## src/rtl/hst_pkg.sv

```systemverilog
package hst_pkg;

    localparam int ANGLE_BITS = 16;
    localparam int ACC_W      = 32;
    localparam int RATE_W     = 24;
    localparam int TIME_W     = 20;
    localparam int MUL_SPLIT  = TIME_W / 2;
    localparam int PROD_W     = RATE_W + TIME_W;
    localparam int TABLE_LEN  = 24;
    localparam int TBL_IDX_W  = 5;
    localparam int CFG_IDX_W  = 2;
    localparam int CFG_DATA_W = 24;

    localparam logic [RATE_W-1:0] RATE_RESET = 24'd45813;
    localparam logic [ANGLE_BITS-1:0] HALF_TURN = 16'h8000;
    localparam logic [ACC_W-1:0] Z_HALF_TURN = 32'h8000_0000;
    localparam logic [ACC_W-1:0] Z_ROUND = 32'(1) << (ACC_W - ANGLE_BITS - 1);

    typedef enum logic [CFG_IDX_W-1:0] {
        CFG_PIVOT_X  = 2'd0,
        CFG_PIVOT_Y  = 2'd1,
        CFG_MAX_RATE = 2'd2
    } t_cfg_idx;

    typedef enum logic [5:0] {
        S_IDLE = 6'b000001,
        S_ROT  = 6'b000010,
        S_MUL0 = 6'b000100,
        S_MUL1 = 6'b001000,
        S_DIFF = 6'b010000,
        S_UPD  = 6'b100000
    } t_state;

    // atan(2^-i) in 2^32-per-turn units
    function automatic logic [ACC_W-1:0] atan_turns(input logic [TBL_IDX_W-1:0] idx);
        logic [ACC_W-1:0] v;
        case (idx)
            5'd0:    v = 32'h2000_0000;
            5'd1:    v = 32'h12E4_051E;
            5'd2:    v = 32'h09FB_385B;
            5'd3:    v = 32'h0511_11D4;
            5'd4:    v = 32'h028B_0D43;
            5'd5:    v = 32'h0145_D7E1;
            5'd6:    v = 32'h00A2_F61E;
            5'd7:    v = 32'h0051_7C55;
            5'd8:    v = 32'h0028_BE53;
            5'd9:    v = 32'h0014_5F2F;
            5'd10:   v = 32'h000A_2F98;
            5'd11:   v = 32'h0005_17CC;
            5'd12:   v = 32'h0002_8BE6;
            5'd13:   v = 32'h0001_45F3;
            5'd14:   v = 32'h0000_A2F9;
            5'd15:   v = 32'h0000_517C;
            5'd16:   v = 32'h0000_28BE;
            5'd17:   v = 32'h0000_145F;
            5'd18:   v = 32'h0000_0A2F;
            5'd19:   v = 32'h0000_0517;
            5'd20:   v = 32'h0000_028B;
            5'd21:   v = 32'h0000_0145;
            5'd22:   v = 32'h0000_00A2;
            5'd23:   v = 32'h0000_0051;
            default: v = 32'h0000_0051;
        endcase
        return v;
    endfunction

endpackage

```

## src/rtl/heading_slew_tracker.sv

```systemverilog
// heading_slew_tracker: turns a stored heading toward a target point at a
// bounded rate.
// input channel: i_in_valid / o_in_stall carries target_x, target_y and
// elapsed_time; a request is taken when valid is high and stall is low.
// output channel: o_out_valid / i_out_stall carries the new heading and the
// raw direction to the target, one result per request.
// config channel: i_cfg_valid / o_cfg_ready writes pivot_x (0), pivot_y (1)
// or max_rate (2); ready is always high, write only while no request is in flight.
// steps: the accepting edge loads the request, then CORDIC_STEPS rotation
// steps run on the shared add/shift unit, the shared 24x10 multiplier forms
// the turn limit in S_MUL0 and S_MUL1, and S_DIFF and S_UPD do wrap, clamp
// and update, S_UPD loading the output register once it is free.
// one request at a time: o_in_stall stays high after acceptance until the
// result is loaded into the output register; the next request can then be taken.
// a stalled receiver holds the output register; the next request may be
// accepted meanwhile and then waits in its final cycle for the slot.
// reset (synchronous, active low) sets the heading to 0, the registers to
// pivot 400/300 and rate 45813, and drops o_out_valid.
module heading_slew_tracker #(
    parameter int CORDIC_STEPS = 16,
    parameter int COORD_BITS   = 12
) (
    input  logic                                i_clk,
    input  logic                                i_rst_n,
    // request channel
    input  logic                                i_in_valid,
    output logic                                o_in_stall,
    input  logic [COORD_BITS-1:0]               i_target_x,
    input  logic [COORD_BITS-1:0]               i_target_y,
    input  logic [hst_pkg::TIME_W-1:0]          i_elapsed_time,
    // result channel
    output logic                                o_out_valid,
    input  logic                                i_out_stall,
    output logic [hst_pkg::ANGLE_BITS-1:0]      o_heading,
    output logic [hst_pkg::ANGLE_BITS-1:0]      o_target_heading,
    // config channel
    input  logic                                i_cfg_valid,
    output logic                                o_cfg_ready,
    input  logic [hst_pkg::CFG_IDX_W-1:0]       i_cfg_index,
    input  logic [hst_pkg::CFG_DATA_W-1:0]      i_cfg_data
);
    import hst_pkg::*;

    // datapath width: sign, coordinate, 16 fraction bits, 2 bits of CORDIC growth
    localparam int W      = COORD_BITS + 19;
    localparam int STEP_W = $clog2(CORDIC_STEPS);
    localparam logic [STEP_W-1:0] LAST_STEP = STEP_W'(CORDIC_STEPS - 1);

    // configuration registers
    logic [COORD_BITS-1:0] r_pivot_x;
    logic [COORD_BITS-1:0] r_pivot_y;
    logic [RATE_W-1:0]     r_max_rate;

    t_state r_state, n_state;

    logic signed [W-1:0]    r_x, r_y;
    logic [ACC_W-1:0]       r_z;
    logic                   r_zero;
    logic [STEP_W-1:0]      r_step;
    logic [TIME_W-1:0]      r_time;
    logic [PROD_W-1:0]      r_prod;
    logic [ANGLE_BITS-1:0]  r_target;
    logic signed [ANGLE_BITS:0] r_diff;
    logic [ANGLE_BITS-1:0]  r_lim;
    logic [ANGLE_BITS-1:0]  r_heading;

    logic                   r_out_valid;
    logic [ANGLE_BITS-1:0]  r_out_heading;
    logic [ANGLE_BITS-1:0]  r_out_target;

    logic in_acc, out_free;

    // request load: offsets from the pivot, left half plane folded over
    logic signed [COORD_BITS:0] dx, dy;
    logic signed [W-1:0]        x0, y0;

    // shared rotation unit
    logic [TBL_IDX_W-1:0]   k;
    logic signed [W-1:0]    xs, ys;
    logic [ACC_W-1:0]       atan_k;

    // shared multiplier for the turn limit
    logic [MUL_SPLIT-1:0]        mul_b;
    logic [RATE_W+MUL_SPLIT-1:0] mul_p;

    logic [ACC_W-1:0]            z_rnd;
    logic [ANGLE_BITS-1:0]       target_c, raw;
    logic [TIME_W-1:0]           lim_raw;
    logic signed [ANGLE_BITS:0]  lim_s, clamped;

    assign in_acc   = i_in_valid && !o_in_stall;
    assign out_free = !r_out_valid || !i_out_stall;

    assign o_in_stall       = (r_state != S_IDLE);
    assign o_cfg_ready      = 1'b1;
    assign o_out_valid      = r_out_valid;
    assign o_heading        = r_out_heading;
    assign o_target_heading = r_out_target;

    always_comb begin
        dx = $signed({1'b0, i_target_x}) - $signed({1'b0, r_pivot_x});
        dy = $signed({1'b0, i_target_y}) - $signed({1'b0, r_pivot_y});
        x0 = {{(W - COORD_BITS - 17){dx[COORD_BITS]}}, dx, 16'b0};
        y0 = {{(W - COORD_BITS - 17){dy[COORD_BITS]}}, dy, 16'b0};
    end

    always_comb begin
        if (int'(r_step) >= TABLE_LEN) begin
            k = TBL_IDX_W'(TABLE_LEN - 1);
        end else begin
            k = TBL_IDX_W'(r_step);
        end
        xs     = r_x >>> k;
        ys     = r_y >>> k;
        atan_k = atan_turns(k);
    end

    // low half of elapsed time first, then the high half
    assign mul_b = (r_state == S_MUL0) ? r_time[MUL_SPLIT-1:0]
                                       : r_time[TIME_W-1:MUL_SPLIT];
    assign mul_p = r_max_rate * mul_b;

    always_comb begin
        z_rnd    = r_z + Z_ROUND;
        target_c = r_zero ? '0 : z_rnd[ACC_W-1 -: ANGLE_BITS];
        // shortest difference, half a turn counts as negative
        raw      = target_c - r_heading;
        lim_raw  = r_prod[PROD_W-1:RATE_W];
        lim_s    = $signed({1'b0, r_lim});
        if (r_diff > lim_s) begin
            clamped = lim_s;
        end else if (r_diff < -lim_s) begin
            clamped = -lim_s;
        end else begin
            clamped = r_diff;
        end
    end

    always_comb begin
        n_state = r_state;
        case (r_state)
            S_IDLE:  if (in_acc) n_state = S_ROT;
            S_ROT:   if (r_step == LAST_STEP) n_state = S_MUL0;
            S_MUL0:  n_state = S_MUL1;
            S_MUL1:  n_state = S_DIFF;
            S_DIFF:  n_state = S_UPD;
            S_UPD:   if (out_free) n_state = S_IDLE;
            default: n_state = S_IDLE;
        endcase
    end

    always_ff @(posedge i_clk) begin
        if (!i_rst_n) begin
            r_state     <= S_IDLE;
            r_out_valid <= 1'b0;
            r_heading   <= '0;
            r_pivot_x   <= COORD_BITS'(400);
            r_pivot_y   <= COORD_BITS'(300);
            r_max_rate  <= RATE_RESET;
        end else begin
            r_state <= n_state;

            if (i_cfg_valid && o_cfg_ready) begin
                case (i_cfg_index)
                    CFG_PIVOT_X:  r_pivot_x  <= i_cfg_data[COORD_BITS-1:0];
                    CFG_PIVOT_Y:  r_pivot_y  <= i_cfg_data[COORD_BITS-1:0];
                    CFG_MAX_RATE: r_max_rate <= i_cfg_data[RATE_W-1:0];
                    default:      ;
                endcase
            end

            // heading and result register move together
            if (r_state == S_UPD && out_free) begin
                r_heading     <= r_heading + clamped[ANGLE_BITS-1:0];
                r_out_heading <= r_heading + clamped[ANGLE_BITS-1:0];
                r_out_target  <= r_target;
                r_out_valid   <= 1'b1;
            end else if (r_out_valid && !i_out_stall) begin
                r_out_valid <= 1'b0;
            end
        end
    end

    // datapath, no reset
    always_ff @(posedge i_clk) begin
        case (r_state)
            S_IDLE: begin
                if (in_acc) begin
                    r_step <= '0;
                    r_time <= i_elapsed_time;
                    r_zero <= (dx == '0) && (dy == '0);
                    if (dx[COORD_BITS]) begin
                        r_x <= -x0;
                        r_y <= -y0;
                        r_z <= Z_HALF_TURN;
                    end else begin
                        r_x <= x0;
                        r_y <= y0;
                        r_z <= '0;
                    end
                end
            end
            S_ROT: begin
                r_step <= r_step + 1'b1;
                if (r_y > 0) begin
                    r_x <= r_x + ys;
                    r_y <= r_y - xs;
                    r_z <= r_z + atan_k;
                end else begin
                    r_x <= r_x - ys;
                    r_y <= r_y + xs;
                    r_z <= r_z - atan_k;
                end
            end
            S_MUL0: r_prod <= PROD_W'(mul_p);
            S_MUL1: r_prod <= r_prod + (PROD_W'(mul_p) << MUL_SPLIT);
            S_DIFF: begin
                r_target <= target_c;
                r_diff   <= $signed({raw[ANGLE_BITS-1], raw});
                r_lim    <= (lim_raw > TIME_W'(HALF_TURN)) ? HALF_TURN
                                                           : lim_raw[ANGLE_BITS-1:0];
            end
            default: ;
        endcase
    end

    a_stall_after_accept: assert property (@(posedge i_clk) disable iff (!i_rst_n)
        in_acc |=> o_in_stall)
        else $error("request accepted while a request is in flight");

    a_heading_tracks_output: assert property (@(posedge i_clk) disable iff (!i_rst_n)
        o_out_valid |-> (o_heading == r_heading))
        else $error("stored heading differs from delivered heading");

    a_step_in_range: assert property (@(posedge i_clk) disable iff (!i_rst_n)
        (r_state == S_ROT) |-> (int'(r_step) < CORDIC_STEPS))
        else $error("rotation step past last step");

    a_zero_target: assert property (@(posedge i_clk) disable iff (!i_rst_n)
        (r_state == S_UPD && r_zero) |-> (r_target == '0))
        else $error("target at pivot must give heading zero");

    a_result_held: assert property (@(posedge i_clk) disable iff (!i_rst_n)
        (r_state == S_UPD && !out_free) |=> (r_state == S_UPD))
        else $error("result dropped while output stalled");

endmodule

```

## config.mk

```make
export PLATFORM = sky130hd
export DESIGN_NAME = heading_slew_tracker
export DESIGN_NICKNAME = d
export VERILOG_FILES = /design/src/rtl/hst_pkg.sv /design/src/rtl/heading_slew_tracker.sv
export SDC_FILE = /design/constraint.sdc
export NUM_CORES = 2
export LEC_CHECK = 0
export ABC_AREA = 1
export ABC_CLOCK_PERIOD_IN_PS = 7950
export BUFFER_PORTS_ARGS = -buffer_cell sky130_fd_sc_hd__buf_2
export CAP_MARGIN = 20
export CORE_ASPECT_RATIO = 1.4
export CORE_MARGIN = 2
export CORE_UTILIZATION = 59
export DETAILED_ROUTE_END_ITERATION = 8
export PLACE_DENSITY = 0.79
export SYNTH_ARGS = -nofsm -noshare
export SYNTH_HDL_FRONTEND = slang
export SYNTH_SLANG_ARGS = --single-unit
```

## constraint.sdc

```tcl
create_clock -name i_clk -period 7.95 [get_ports i_clk]
set_input_delay 0.3975 -clock i_clk [delete_from_list [all_inputs] [get_ports i_clk]]
set_output_delay 0.3975 -clock i_clk [all_outputs]
set_load 0.02 [all_outputs]
```

==> impl_metrics.json <==
{
  "period_share": 0.974,
  "io_pins": 110,
  "grt_max_degree": 69,
  "core_um2": 59400,
  "cts_sinks": 334,
  "initial_core_util": 0.593,
  "critPathKind": "reg2reg",
  "synth_cell_types": 62,
  "crit_buf_inv": 9,
  "numCtsBuffers": 40,
  "gp_congestion": 0.992,
  "fmax_mhz": 129,
  "maxCapViolCount": 0,
  "synthFlopType": "edfxtp_1",
  "grtUsageMet3": 0.0376,
  "gr-usage-met1": 0.364,
  "yosysMostFrequentCell": "nand2_1",
  "syn_nets": 5371,
  "portBuffers": 108,
  "setup_viol": 0,
  "worst-path-max-fanout": 7,
  "crit_path_top_delay_cell": "fa_1",
  "drt_iter0_markers": 2451,
  "placed_area_um2": 37800,
  "synth_seq_cells": 334,
  "antenna_found_initial": 3,
  "die_h_um": 293,
  "synthTopCellsByArea": "edfxtp_1, nand2_1, ha_1",
  "wl_per_cell_um": 17.8,
  "status": "complete, no violations",
  "drive_above_1_share": 0.126,
  "floorplan.rows": 106,
  "path_delay_family": "adder cells",
  "rsz0062_at_grt": "true",
  "yosysTopAreaCell": "edfxtp_1",
  "period_needed_ns": 7.74,
  "max_stage_delay_ns": 0.56,
  "gr-total-overflow": 0,
  "vias_per_cell": 5.81,
  "dr.pass1.iters": 6,
  "ys_warn_count": 0,
  "synth_async_sr_flop_share": 0,
  "slew_headroom": 0.286,
  "ys_seq_area_frac": 0.256,
  "ctsLongestPathBuffers": 3,
  "cts.htree.levels": 2,
  "die_w_um": 211,
  "dp_hpwl_um": 80300,
  "avgSynthCellArea_um2": 7.31,
  "worstSetupEndpointType": "register",
  "routed_wl_um": 105000,
  "nets": 5649,
  "grt_pass1_wl_um": 164000,
  "cpMostUsedCell": "fa_1",
  "tightest_slew_ns": 1.07,
  "setup_ws_ns": 0.205,
  "synthCells": 4818,
  "synth_top_area_frac": 0.199,
  "start_kind": "register",
  "min_path_type": "in2reg",
  "grtUsageMet2": 0.602,
  "skew_ns": 0.0454,
  "post-place-ws_ns": -0.0282,
  "grt.total_usage": 0.331,
  "fin_area_um2": 40300,
  "synth_common_cells": "nand2_1, inv_1, nor2_1",
  "critical_path_arrival_ns": 8.12,
  "cts.clk_slew.worst_paths_ns": 0.06,
  "die-area_um2": 61700,
  "final_antenna_net_count": 0,
  "required_ns": 8.32,
  "vias": 34200,
  "syn2layout_area_growth_pct": 14.5,
  "busiest_layer": "met2",
  "drc": 0,
  "fin_hold_ws_ns": 0.0223,
  "syn-cell-area_um2": 35200,
  "slew_violations": 0,
  "cts-root-buf": "clkbuf_16",
  "clk_latency_ns": 0.61,
  "cts_tree": "done",
  "finalHoldViolCount": 0,
  "synth_edf_count": 233,
  "grt_pass1_vias": 33400
}
-- area by class of cell --
cell class              instances  area, µm²
multi-input cells            3697      23800
fillers                      5002      19100
flip-flops and latches        334       9020
repair buffers                375       2780
inverters                     647       2440
clock buffers                  51       1100
well taps                     756        946
clock inverters                23        196
repair inverters                1       7.51
diodes                          2       5.00
-- worst min-delay path, stage by stage --
cell	delay (ns)
buf_2	0.08
nand2_1	0.05
o211ai_1	0.06
-- state kept, by name, summed over array words and instances, names as in the netlist, 4 cells and up --
name	flops
r_x	31
r_y	31
r_max_rate	24
r_target	16
r_time	20
r_pivot_x	12
o_target_heading	16
atan_k	30
r_heading	16
r_diff	16
r_step	4
o_heading	16
r_pivot_y	12
r_lim	16
r_state	6
r_z	32
r_prod	34
-- what timing repair did --
| action | 4_1_cts | 5_1_grt |
|---|---|---|
| endpoints found under the hold margin | 21 | 0 |
| gates resized for setup | 2 | 143 |
| cloned | 0 | 5 |
| setup buffers | 0 | 23 |
| pin swaps | 0 | 70 |
| hold buffers | 21 | 0 |
| endpoints found under the setup margin | 3 | 23 |
-- cells by family after synthesis --
family | count (synthesis) | synth area share
simple gates | 2092 | 0.252
compound gates | 939 | 0.149
buf+inv | 787 | 0.0873
fa+ha+maj | 478 | 0.209
flops | 334 | 0.256
xor+xnor | 186 | 0.0466
other cells | 1 | 0.000106
mux | 1 | 0.000320
-- path summary, 6_finish.rpt --
kind | endpoint | slack, ns | cells past startpoint | start
hold reg to reg | o_target_heading[11] | 0.41 | 0 | r_target[11]
setup / recovery | r_prod[43] | 0.21 | 36 | r_state[4]
hold / removal | r_max_rate[12] | 0.02 | 3 | i_cfg_data[12]
setup reg to reg | r_prod[43] | 0.21 | 36 | r_state[4]
-- per-stage QoR --
step | TNS (ns) | utilization | cells
after CTS | 0 | 0.662 | 5856
final | 0 | 0.679 | 5886
after global routing | -1.03 | 0.679 | 5886
after global placement | 0 | 0.637 | 5761
after detailed placement | -0.0282 | 0.637 | 5761
after floorplan | 0 | - | 4818
-- routing by layer --
layer	routed length, µm	up-vias
li1	-	16600
met1	38700	15900
met2	53300	1187
met3	5180	435
met4	7440	2
met5	7	-
-- placed cells by master (no fill, tap or decap), types with 29 or more instances in the layout --
cell and instances:
buf_2 109, nand3_1 406, o211ai_1 47, nor4_1 29
nor2_1 431, dfxtp_1 98, nor3_1 46, nand2_2 30
a31oi_1 29, edfxtp_1 233, clkbuf_16 45, o21ai_0 297
xor2_1 128, xnor2_1 54, inv_1 614, o21a_1 31
nand2_1 1031, ha_1 273, buf_4 229, nand4_1 32
a21oi_1 377, fa_1 170
Power is left out: the tool's default activity adds up to more than one toggle a clock period on the data nets, which glitch-free logic cannot reach.
